--- src/rtl/ustc_pkg.sv ---
// ============================================================================
// ustc_pkg: shared types and constants for the share token controller
// Field widths, register indexes, arithmetic unit modes and handshake structs.
// ============================================================================
package ustc_pkg;

    // field widths
    localparam int UTIL_W   = 7;
    localparam int TOTAL_W  = 20;
    localparam int CC_W     = 9;
    localparam int TPC_W    = 13;
    localparam int GRIDS_W  = 16;
    localparam int BLOCKS_W = 11;
    localparam int POOL_W   = 27;
    localparam int SHARE_W  = 20;
    localparam int IN_W     = 40;
    localparam int OUT_W    = 48;
    localparam int CFG_A_W  = 3;
    localparam int CFG_D_W  = 20;

    // arithmetic unit sizes
    localparam int ACC_W    = 40;
    localparam int OPB_W    = 13;
    localparam int STEP_W   = 6;
    localparam int INC_W    = 38;

    // configuration register indexes
    localparam logic [CFG_A_W-1:0] REG_TARGET = 3'd0;
    localparam logic [CFG_A_W-1:0] REG_IDLE   = 3'd1;
    localparam logic [CFG_A_W-1:0] REG_TOTAL  = 3'd2;
    localparam logic [CFG_A_W-1:0] REG_CORES  = 3'd3;
    localparam logic [CFG_A_W-1:0] REG_TPC    = 3'd4;

    // configuration reset values
    localparam logic [UTIL_W-1:0]  TARGET_RST = 7'd20;
    localparam logic [UTIL_W-1:0]  IDLE_RST   = 7'd2;
    localparam logic [TOTAL_W-1:0] TOTAL_RST  = 20'd1024;
    localparam logic [CC_W-1:0]    CORES_RST  = 9'd4;
    localparam logic [TPC_W-1:0]   TPC_RST    = 13'd1024;

    // item kinds
    localparam logic OP_SAMPLE = 1'b0;
    localparam logic OP_LAUNCH = 1'b1;

    // arithmetic unit modes
    localparam logic MODE_MUL = 1'b0;
    localparam logic MODE_DIV = 1'b1;

    // step counts of each pass through the unit
    localparam logic [STEP_W-1:0] STEPS_CC     = STEP_W'(CC_W);
    localparam logic [STEP_W-1:0] STEPS_TPC    = STEP_W'(TPC_W);
    localparam logic [STEP_W-1:0] STEPS_GAP    = STEP_W'(UTIL_W);
    localparam logic [STEP_W-1:0] STEPS_SCALE  = STEP_W'(UTIL_W + 1);
    localparam logic [STEP_W-1:0] STEPS_LAUNCH = STEP_W'(BLOCKS_W);
    localparam logic [STEP_W-1:0] STEPS_DIV    = STEP_W'(ACC_W);

    // share math constants: gap floor and the divide by 256
    localparam logic [UTIL_W-1:0] GAP_FLOOR = 7'd5;
    localparam int                INC_SHIFT = 8;

    // least pool level
    localparam logic signed [POOL_W+1:0] POOL_MIN = -29'sd67108864;

    typedef struct packed {
        logic              start;
        logic              mode;
        logic [STEP_W-1:0] steps;
    } mdu_req_t;

    typedef struct packed {
        logic busy;
        logic done;
    } mdu_rsp_t;

endpackage

--- src/rtl/ustc_mdu.sv ---
// ============================================================================
// ustc_mdu: iterative multiply / divide unit
// One shared 40-bit adder runs shift-add multiply or restoring divide steps.
// ============================================================================
module ustc_mdu (
    input  logic                     clk,
    input  logic                     rst_n,
    input  ustc_pkg::mdu_req_t       req,
    input  logic [ustc_pkg::ACC_W-1:0] opa,
    input  logic [ustc_pkg::OPB_W-1:0] opb,
    output ustc_pkg::mdu_rsp_t       rsp,
    output logic [ustc_pkg::ACC_W-1:0] result
);
    import ustc_pkg::*;

    logic              busy_reg;
    logic              done_reg;
    logic              mode_reg;
    logic [STEP_W-1:0] cnt_reg;
    logic [ACC_W-1:0]  acc_reg;
    logic [ACC_W-1:0]  mcand_reg;
    logic [OPB_W-1:0]  mplier_reg;

    logic [ACC_W-1:0]  rem_sh;
    logic [ACC_W-1:0]  add_x;
    logic [ACC_W-1:0]  add_y;
    logic [ACC_W:0]    add_sum;

    // shared adder: accumulate in multiply mode, trial subtract in divide mode
    always_comb
    begin
        rem_sh = {mcand_reg[ACC_W-2:0], acc_reg[ACC_W-1]};
        if (mode_reg == MODE_DIV)
        begin
            add_x = rem_sh;
            add_y = ~{{(ACC_W-OPB_W){1'b0}}, mplier_reg};
        end
        else
        begin
            add_x = acc_reg;
            add_y = mcand_reg;
        end
        add_sum = {1'b0, add_x} + {1'b0, add_y} + {{ACC_W{1'b0}}, mode_reg};
    end

    always_ff @(posedge clk or negedge rst_n)
    begin
        if (!rst_n)
        begin
            busy_reg <= 1'b0;
            done_reg <= 1'b0;
            cnt_reg  <= '0;
        end
        else
        begin
            done_reg <= 1'b0;
            if (req.start)
            begin
                busy_reg <= 1'b1;
                cnt_reg  <= req.steps;
            end
            else if (busy_reg)
            begin
                cnt_reg <= cnt_reg - 1'b1;
                if (cnt_reg == STEP_W'(1))
                begin
                    busy_reg <= 1'b0;
                    done_reg <= 1'b1;
                end
            end
        end
    end

    // datapath registers, no reset needed
    always_ff @(posedge clk)
    begin
        if (req.start)
        begin
            mode_reg   <= req.mode;
            mplier_reg <= opb;
            if (req.mode == MODE_DIV)
            begin
                acc_reg   <= opa;
                mcand_reg <= '0;
            end
            else
            begin
                acc_reg   <= '0;
                mcand_reg <= opa;
            end
        end
        else if (busy_reg)
        begin
            if (mode_reg == MODE_DIV)
            begin
                // carry out set: remainder covers divisor, take the difference
                mcand_reg <= add_sum[ACC_W] ? add_sum[ACC_W-1:0] : rem_sh;
                acc_reg   <= {acc_reg[ACC_W-2:0], add_sum[ACC_W]};
            end
            else
            begin
                if (mplier_reg[0])
                begin
                    acc_reg <= add_sum[ACC_W-1:0];
                end
                mcand_reg  <= {mcand_reg[ACC_W-2:0], 1'b0};
                mplier_reg <= {1'b0, mplier_reg[OPB_W-1:1]};
            end
        end
    end

    assign rsp.busy = busy_reg;
    assign rsp.done = done_reg;
    assign result   = acc_reg;

endmodule

--- src/rtl/utilization_share_token_controller.sv ---
// ============================================================================
// utilization_share_token_controller: feedback token bucket for a shared device
// Samples adjust a share and refill the token pool; launches draw tokens.
// ============================================================================
// Sequence: a launch takes one multiply; a sample takes three multiplies, plus
//   a further multiply and a 40-step divide when the gap exceeds half the target.
// Flow: one item at a time; the input is not ready again until the result is
//   loaded, which waits while the output is stalled. The iterative multiply/divide
//   unit works one bit per cycle. The result register frees the input.
// Reset: configuration registers take their defaults, share and pool clear
//   to zero, no clearing pass.
module utilization_share_token_controller (
    input  logic                              clk,
    input  logic                              rst_n,
    // configuration write port
    input  logic                              cfg_we,
    input  logic [ustc_pkg::CFG_A_W-1:0]      cfg_addr,
    input  logic [ustc_pkg::CFG_D_W-1:0]      cfg_wdata,
    // item input
    input  logic                              s_axis_tvalid,
    output logic                              s_axis_tready,
    input  logic [ustc_pkg::IN_W-1:0]         s_axis_tdata,  // utilization[6:0], grids[22:7],
                                                             // blocks[33:23], zero fill
    input  logic                              s_axis_tuser,  // op
    // result output
    output logic                              m_axis_tvalid,
    input  logic                              m_axis_tready,
    output logic [ustc_pkg::OUT_W-1:0]        m_axis_tdata   // granted[0], pool_level[27:1],
                                                             // share_now[47:28]
);
    import ustc_pkg::*;

    localparam logic [2:0] ST_IDLE   = 3'd0;
    localparam logic [2:0] ST_CC2    = 3'd1;
    localparam logic [2:0] ST_TPC    = 3'd2;
    localparam logic [2:0] ST_GAP    = 3'd3;
    localparam logic [2:0] ST_SCALE  = 3'd4;
    localparam logic [2:0] ST_DIV    = 3'd5;
    localparam logic [2:0] ST_LAUNCH = 3'd6;
    localparam logic [2:0] ST_FIN    = 3'd7;

    // configuration
    logic [UTIL_W-1:0]  target_reg;
    logic [UTIL_W-1:0]  idle_reg;
    logic [TOTAL_W-1:0] total_reg;
    logic [CC_W-1:0]    cores_reg;
    logic [TPC_W-1:0]   tpc_reg;

    // block state
    logic [SHARE_W-1:0]       share_reg, share_next;
    logic signed [POOL_W-1:0] pool_reg, pool_next;

    // sequencer and per-item registers
    logic [2:0]         state_reg, state_next;
    logic               op_reg, op_next;
    logic [UTIL_W-1:0]  util_reg, util_next;
    logic [UTIL_W-1:0]  gap_reg, gap_next;
    logic [INC_W-1:0]   inc_reg, inc_next;

    // result register
    logic               out_valid_reg, out_valid_next;
    logic [OUT_W-1:0]   out_data_reg, out_data_next;

    // arithmetic unit hookup
    mdu_req_t           mdu_req;
    mdu_rsp_t           mdu_rsp;
    logic [ACC_W-1:0]   mdu_a;
    logic [OPB_W-1:0]   mdu_b;
    logic [ACC_W-1:0]   mdu_res;

    // input fields
    logic               in_accept;
    logic [UTIL_W-1:0]  in_util;
    logic [GRIDS_W-1:0] in_grids;
    logic [BLOCKS_W-1:0] in_blocks;
    logic [UTIL_W-1:0]  in_diff;
    logic [UTIL_W-1:0]  in_gap;

    // finishing arithmetic
    logic               big_gap;
    logic [ACC_W-1:0]   inc_base;
    logic [INC_W:0]     up_sum;
    logic [SHARE_W-1:0] s_up, s_dn, s_val;
    logic signed [POOL_W:0]   add_sum;
    logic signed [POOL_W-1:0] add_pool;
    logic signed [POOL_W+1:0] launch_after;
    logic signed [POOL_W-1:0] launch_pool;
    logic               fin_granted;

    ustc_mdu u_mdu (
        .clk    (clk),
        .rst_n  (rst_n),
        .req    (mdu_req),
        .opa    (mdu_a),
        .opb    (mdu_b),
        .rsp    (mdu_rsp),
        .result (mdu_res)
    );

    assign s_axis_tready = (state_reg == ST_IDLE);
    assign in_accept     = s_axis_tvalid && s_axis_tready;
    assign in_util       = s_axis_tdata[6:0];
    assign in_grids      = s_axis_tdata[22:7];
    assign in_blocks     = s_axis_tdata[33:23];

    // distance from target, floored
    always_comb
    begin
        in_diff = (in_util > target_reg) ? (in_util - target_reg) : (target_reg - in_util);
        in_gap  = (in_diff < GAP_FLOOR) ? GAP_FLOOR : in_diff;
    end

    assign big_gap  = gap_reg > (target_reg >> 1);
    assign inc_base = mdu_res >> INC_SHIFT;

    // share step, saturating at zero and at the total
    always_comb
    begin
        up_sum = {{(INC_W+1-SHARE_W){1'b0}}, share_reg} + {1'b0, inc_reg};
        s_up   = (up_sum > {{(INC_W+1-TOTAL_W){1'b0}}, total_reg}) ? total_reg
                                                                   : up_sum[SHARE_W-1:0];
        s_dn   = (inc_reg > {{(INC_W-SHARE_W){1'b0}}, share_reg}) ? '0
                                                                  : share_reg - inc_reg[SHARE_W-1:0];
        s_val  = (util_reg <= target_reg) ? s_up : s_dn;
    end

    // pool refill capped at the total, launch draw saturated at the floor
    always_comb
    begin
        add_sum  = {pool_reg[POOL_W-1], pool_reg} + $signed({{(POOL_W+1-SHARE_W){1'b0}}, s_val});
        add_pool = (add_sum > $signed({{(POOL_W+1-TOTAL_W){1'b0}}, total_reg}))
                   ? $signed({{(POOL_W-TOTAL_W){1'b0}}, total_reg}) : add_sum[POOL_W-1:0];
        launch_after = {{2{pool_reg[POOL_W-1]}}, pool_reg}
                       - $signed({2'b00, inc_reg[POOL_W-1:0]});
        launch_pool  = (launch_after < POOL_MIN) ? POOL_MIN[POOL_W-1:0]
                                                 : launch_after[POOL_W-1:0];
    end

    // sequencer: walk the item through the shared unit
    always_comb
    begin
        state_next     = state_reg;
        op_next        = op_reg;
        util_next      = util_reg;
        gap_next       = gap_reg;
        inc_next       = inc_reg;
        share_next     = share_reg;
        pool_next      = pool_reg;
        out_valid_next = out_valid_reg;
        out_data_next  = out_data_reg;
        mdu_req        = '0;
        mdu_a          = '0;
        mdu_b          = '0;
        fin_granted    = 1'b1;

        if (m_axis_tready)
        begin
            out_valid_next = 1'b0;
        end

        case (state_reg)
            ST_IDLE:
            begin
                if (in_accept)
                begin
                    op_next   = s_axis_tuser;
                    util_next = in_util;
                    gap_next  = in_gap;
                    mdu_req.start = 1'b1;
                    mdu_req.mode  = MODE_MUL;
                    if (s_axis_tuser == OP_LAUNCH)
                    begin
                        mdu_a         = ACC_W'(in_grids);
                        mdu_b         = OPB_W'(in_blocks);
                        mdu_req.steps = STEPS_LAUNCH;
                        state_next    = ST_LAUNCH;
                    end
                    else
                    begin
                        mdu_a         = ACC_W'(cores_reg);
                        mdu_b         = OPB_W'(cores_reg);
                        mdu_req.steps = STEPS_CC;
                        state_next    = ST_CC2;
                    end
                end
            end
            ST_CC2:
            begin
                if (mdu_rsp.done)
                begin
                    mdu_req.start = 1'b1;
                    mdu_req.mode  = MODE_MUL;
                    mdu_req.steps = STEPS_TPC;
                    mdu_a         = mdu_res;
                    mdu_b         = tpc_reg;
                    state_next    = ST_TPC;
                end
            end
            ST_TPC:
            begin
                if (mdu_rsp.done)
                begin
                    mdu_req.start = 1'b1;
                    mdu_req.mode  = MODE_MUL;
                    mdu_req.steps = STEPS_GAP;
                    mdu_a         = mdu_res;
                    mdu_b         = OPB_W'(gap_reg);
                    state_next    = ST_GAP;
                end
            end
            ST_GAP:
            begin
                if (mdu_rsp.done)
                begin
                    inc_next = inc_base[INC_W-1:0];
                    if (big_gap)
                    begin
                        mdu_req.start = 1'b1;
                        mdu_req.mode  = MODE_MUL;
                        mdu_req.steps = STEPS_SCALE;
                        mdu_a         = inc_base;
                        mdu_b         = OPB_W'({gap_reg, 1'b0});
                        state_next    = ST_SCALE;
                    end
                    else
                    begin
                        state_next = ST_FIN;
                    end
                end
            end
            ST_SCALE:
            begin
                if (mdu_rsp.done)
                begin
                    mdu_req.start = 1'b1;
                    mdu_req.mode  = MODE_DIV;
                    mdu_req.steps = STEPS_DIV;
                    mdu_a         = mdu_res;
                    mdu_b         = OPB_W'({1'b0, target_reg} + 8'd1);
                    state_next    = ST_DIV;
                end
            end
            ST_DIV, ST_LAUNCH:
            begin
                if (mdu_rsp.done)
                begin
                    inc_next   = mdu_res[INC_W-1:0];
                    state_next = ST_FIN;
                end
            end
            ST_FIN:
            begin
                // commit state and load the result once the output is free
                if (!out_valid_reg || m_axis_tready)
                begin
                    if (op_reg == OP_LAUNCH)
                    begin
                        if (pool_reg < 0)
                        begin
                            fin_granted = 1'b0;
                        end
                        else
                        begin
                            pool_next = launch_pool;
                        end
                    end
                    else if (util_reg < idle_reg)
                    begin
                        pool_next = $signed({{(POOL_W-SHARE_W){1'b0}}, s_val});
                    end
                    else
                    begin
                        share_next = s_val;
                        pool_next  = add_pool;
                    end
                    out_valid_next = 1'b1;
                    out_data_next  = {share_next, pool_next, fin_granted};
                    state_next     = ST_IDLE;
                end
            end
            default:
            begin
                state_next = ST_IDLE;
            end
        endcase
    end

    always_ff @(posedge clk or negedge rst_n)
    begin
        if (!rst_n)
        begin
            state_reg     <= ST_IDLE;
            out_valid_reg <= 1'b0;
            share_reg     <= '0;
            pool_reg      <= '0;
            target_reg    <= TARGET_RST;
            idle_reg      <= IDLE_RST;
            total_reg     <= TOTAL_RST;
            cores_reg     <= CORES_RST;
            tpc_reg       <= TPC_RST;
        end
        else
        begin
            state_reg     <= state_next;
            out_valid_reg <= out_valid_next;
            share_reg     <= share_next;
            pool_reg      <= pool_next;
            if (cfg_we)
            begin
                case (cfg_addr)
                    REG_TARGET: target_reg <= cfg_wdata[UTIL_W-1:0];
                    REG_IDLE:   idle_reg   <= cfg_wdata[UTIL_W-1:0];
                    REG_TOTAL:  total_reg  <= cfg_wdata[TOTAL_W-1:0];
                    REG_CORES:  cores_reg  <= cfg_wdata[CC_W-1:0];
                    REG_TPC:    tpc_reg    <= cfg_wdata[TPC_W-1:0];
                    default:    ;
                endcase
            end
        end
    end

    // per-item payload, no reset
    always_ff @(posedge clk)
    begin
        op_reg       <= op_next;
        util_reg     <= util_next;
        gap_reg      <= gap_next;
        inc_reg      <= inc_next;
        out_data_reg <= out_data_next;
    end

    assign m_axis_tvalid = out_valid_reg;
    assign m_axis_tdata  = out_data_reg;

    // the unit is never mid-pass while the block takes a new item
    a_idle_unit_free: assert property (@(posedge clk) disable iff (!rst_n)
        (state_reg == ST_IDLE) |-> !mdu_rsp.busy)
        else $error("arithmetic unit busy while idle");

    // a pass completes only in a state that waits for it
    a_done_in_wait: assert property (@(posedge clk) disable iff (!rst_n)
        mdu_rsp.done |-> (state_reg != ST_IDLE) && (state_reg != ST_FIN))
        else $error("arithmetic unit finished outside a wait state");

    // a new result appears only out of the finishing step
    a_load_from_fin: assert property (@(posedge clk) disable iff (!rst_n)
        $rose(out_valid_reg) |-> ($past(state_reg) == ST_FIN))
        else $error("result loaded outside the finishing step");

endmodule

--- config.mk ---
export PLATFORM = sky130hd
export DESIGN_NAME = utilization_share_token_controller
export DESIGN_NICKNAME = d
export VERILOG_FILES = /design/src/rtl/ustc_pkg.sv /design/src/rtl/ustc_mdu.sv /design/src/rtl/utilization_share_token_controller.sv
export SDC_FILE = /design/constraint.sdc
export NUM_CORES = 1
export LEC_CHECK = 0
export BUFFER_PORTS_ARGS = -buffer_cell sky130_fd_sc_hd__buf_2
export CAP_MARGIN = 20
export CORE_MARGIN = 3
export CORE_UTILIZATION = 55
export CTS_CLUSTER_DIAMETER = 60
export DETAILED_ROUTE_END_ITERATION = 10
export PLACE_DENSITY = 0.83
export SYNTH_ARGS = -nofsm -noshare
export SYNTH_HDL_FRONTEND = slang
export SYNTH_SLANG_ARGS = --single-unit
--- constraint.sdc ---
create_clock -name clk -period 12.63 [get_ports clk]
set_input_delay 0 -clock clk [delete_from_list [all_inputs] [get_ports clk]]
set_output_delay 0 -clock clk [all_outputs]
set_load 0.005 [all_outputs]
==> metrics.cfg <==
[drt]
drtAntennaViolNets = 0
dr.pass1.iters = 5
wl_per_cell_um = 23.99
drt_iter0_markers = 2779
wirelength_mm = 84.52
vias_per_cell = 6.698
route.vias.total = 23600
drc = 0

[grt]
grt_pass1_vias = 22870
grt_max_degree = 85
grt_use_total_pct = 33.04
antenna_found_initial = 2
grt_pass1_wl_mm = 130.5
grt_overflow_total = 0

[min_path]
hold_path_class = primary input to asynchronous set/reset pin

[critical_path]
r2r_cells = 42
r2r-end = pool_reg[7]
r2r-start = inc_reg[0]
worst_path_most_repeated_cell = ha_1
critPathKind = register to register
worstPathArrival_ns = 12.06
r2r_slack_ns = 1.03
path_max_fanout = 10
critPathCaptureType = register
crit_slowest_cell = a2111oi_0
cp.required_ns = 13.09
start_kind = register
cpPeakStageDelay_ns = 0.61

[die]
start_util_pct = 56.29
die_x_um = 222.9
std_cell_rows = 78
coreArea_um2 = 45970
die_h_um = 222.9
num_io_pins = 119
die-area_um2 = 49680

[yosys]
synth_top_flop_cell = edfxtp_1
async_flop_share_pct = 37.10
netlist_instances = 2785
synth_edf_count = 195
syn_area_um2 = 25870
avgSynthCellArea_um2 = 9.290
ys_ff_latch = 310
synth.distinct_cells = 91
ys_seq_area_share_pct = 33.78
synth_fp_nets = 3084
yosysWarnings = 0

[timing]
tns_ns = 0
worst_pin_slew_ns = 1.003
fin_crit_sh_pct = 91.86
setup_viol = 0
hold_violations = 10
relSlewSlack_pct = 33.14
post-route-min-period_ns = 11.60
finalMaxSlewViolations = 0
fin_skew_ns = 0.01491
rsz0062_at_grt = false
hold_ws_ns = -0.009949
fmax_mhz = 86.19

[cts]
numCtsBuffers = 38
cts_tree = done
post-cts-setup-buffer-count = 0
cts_max_level = 2
cts.clk_slew.worst_paths_ns = 0.06
clock-sinks = 310
clockRootBuffer = clkbuf_16
clock_path_buffers = 3
clkLatencyLatePin_ns = 0.58

[finish]
layout-area-overhead-vs-synth_pct = 11.89
diodes = 0
layout_common_cells = 240 x nand2_1, 222 x ha_1, 195 x edfxtp_1
drive_gt1_share_pct = 15.53
largest_reg_flops = 48
fin_nets = 3193
fillCellCount = 3706
postLayoutCellArea_um2 = 28950
final_common_cell = nand2_1

[status]
violations = negative hold slack
status = finished, violations left

[job]
drv_cap = 0

[place]
placed_cell_area_um2 = 27020
place.gp.congestion = 1.021
hpwl_mm = 62.69
numPortBuffers = 112

[power]
power.density_nw_per_um2 = 283.8
ir_worst_vdd_v = 0.0002431
power.total_uw = 8216
leakage_uw = 0.01208

cell usage after synthesis, types with 21 or more instances:
cell      instances  area [um2]
clkbuf_1        102       382.9
edfxtp_1        195        5856
or2_2            37       231.5
ha_1            222        2778
a31oi_1          49       306.5
mux2_2          150        1689
o31ai_1          26       195.2
nand4_1          27       168.9
inv_1           168       630.6
mux2i_1          94       940.9
dfrtp_1         109        2728
a211oi_1         22       165.2
o21ai_0         157       785.8
xnor2_1          98       858.3
xor2_1           28       245.2
nor2b_1          22       137.6
o21a_1           30       225.2
nor2_1          136       510.5
o211ai_1         35       262.8
o22ai_1          63       394.1
a22oi_1          21       157.7
nor3_1           37       185.2
a21oi_1         182       910.9
nand3_1          53       265.3
a221oi_1         21       183.9
nand2_1         241       904.6
and3_1           31       193.9
a21o_1           76       570.6
nand2b_1         32       200.2
stage by stage:
stage	utilization, %	std cells	worst slack (ns)
after global routing	62.98	3523	0.3779
after global placement	58.72	3401	1.553
final	62.98	3523	1.028
after floorplan	-	2785	3.552
after detailed placement	58.78	3402	1.323
after CTS	62.92	3522	1.254
report_power, final:
group          switching (uW)  total (uW)  internal [uW]
logic                    2870        4890           2020
registers                 434        2100           1670
clock network             479        1220            744
logic make-up (layout without fill, tap and decap cells):
logic type	count (synthesis)	count (layout)	synth area share, %
fa+ha+maj	230	230	11.36
buf+inv	308	446	4.652
compound gates	886	886	23.10
flops	310	310	33.78
xor+xnor	126	126	4.265
mux	245	245	10.21
simple gates	680	680	12.63
critical path, delay by kind of cell (launching register included):
| kind | cells | cell delay [ns] |
|---|---|---|
| adder cells (fa/ha/maj) | 6 | 1.79 |
| AO/OA/AOI/OAI | 25 | 7.04 |
| buffers and inverters | 2 | 0.12 |
| XOR/XNOR | 2 | 0.35 |
| AND/OR/NAND/NOR | 6 | 1.37 |
| flip-flops | 1 | 0.49 |
| multiplexers | 1 | 0.30 |
metal layers:
metal / up-vias / GRT usage (%) / part of all wire, %
li1: 10700 / - / -
met1: 11300 / 43.23 / 40
met2: 1324 / 53.47 / 46
met3: 272 / 5.632 / 9.4
met4: 2 / 15.75 / 5.3
met5: - / 0 / 0.015
worst max path at each step:
stage	endpoint	slack [ns]	depth (start not counted)	startpoint
global placement	pool_reg[7]	1.55	42	inc_reg[0]
floorplan	pool_reg[7]	3.55	44	share_reg[13]
global route	pool_reg[7]	0.38	42	inc_reg[0]
CTS	pool_reg[7]	1.25	42	inc_reg[0]
finish	pool_reg[7]	1.03	42	inc_reg[0]
detailed placement	pool_reg[7]	1.32	42	inc_reg[0]
layout make-up:
cell class                      instances  area [um2]  share of cell area, %
Clock buffer                           49        1052                  3.635
Clock inverter                         20       341.6                  1.180
Inverter                              173       650.6                  2.247
Multi-Input combinational cell       2167       15990                  55.24
Sequential cell                       310        8741                  30.19
Tap cell                              600       750.7                  2.593
Timing Repair Buffer                  204        1421                  4.910
what timing repair did:
item,4_1_cts,5_1_grt
gates resized for setup,0,0
hold buffers,51,0
setup endpoints to repair,0,0
hold endpoints to repair,128,0
Note: power is estimated with default switching activity, not from simulation.
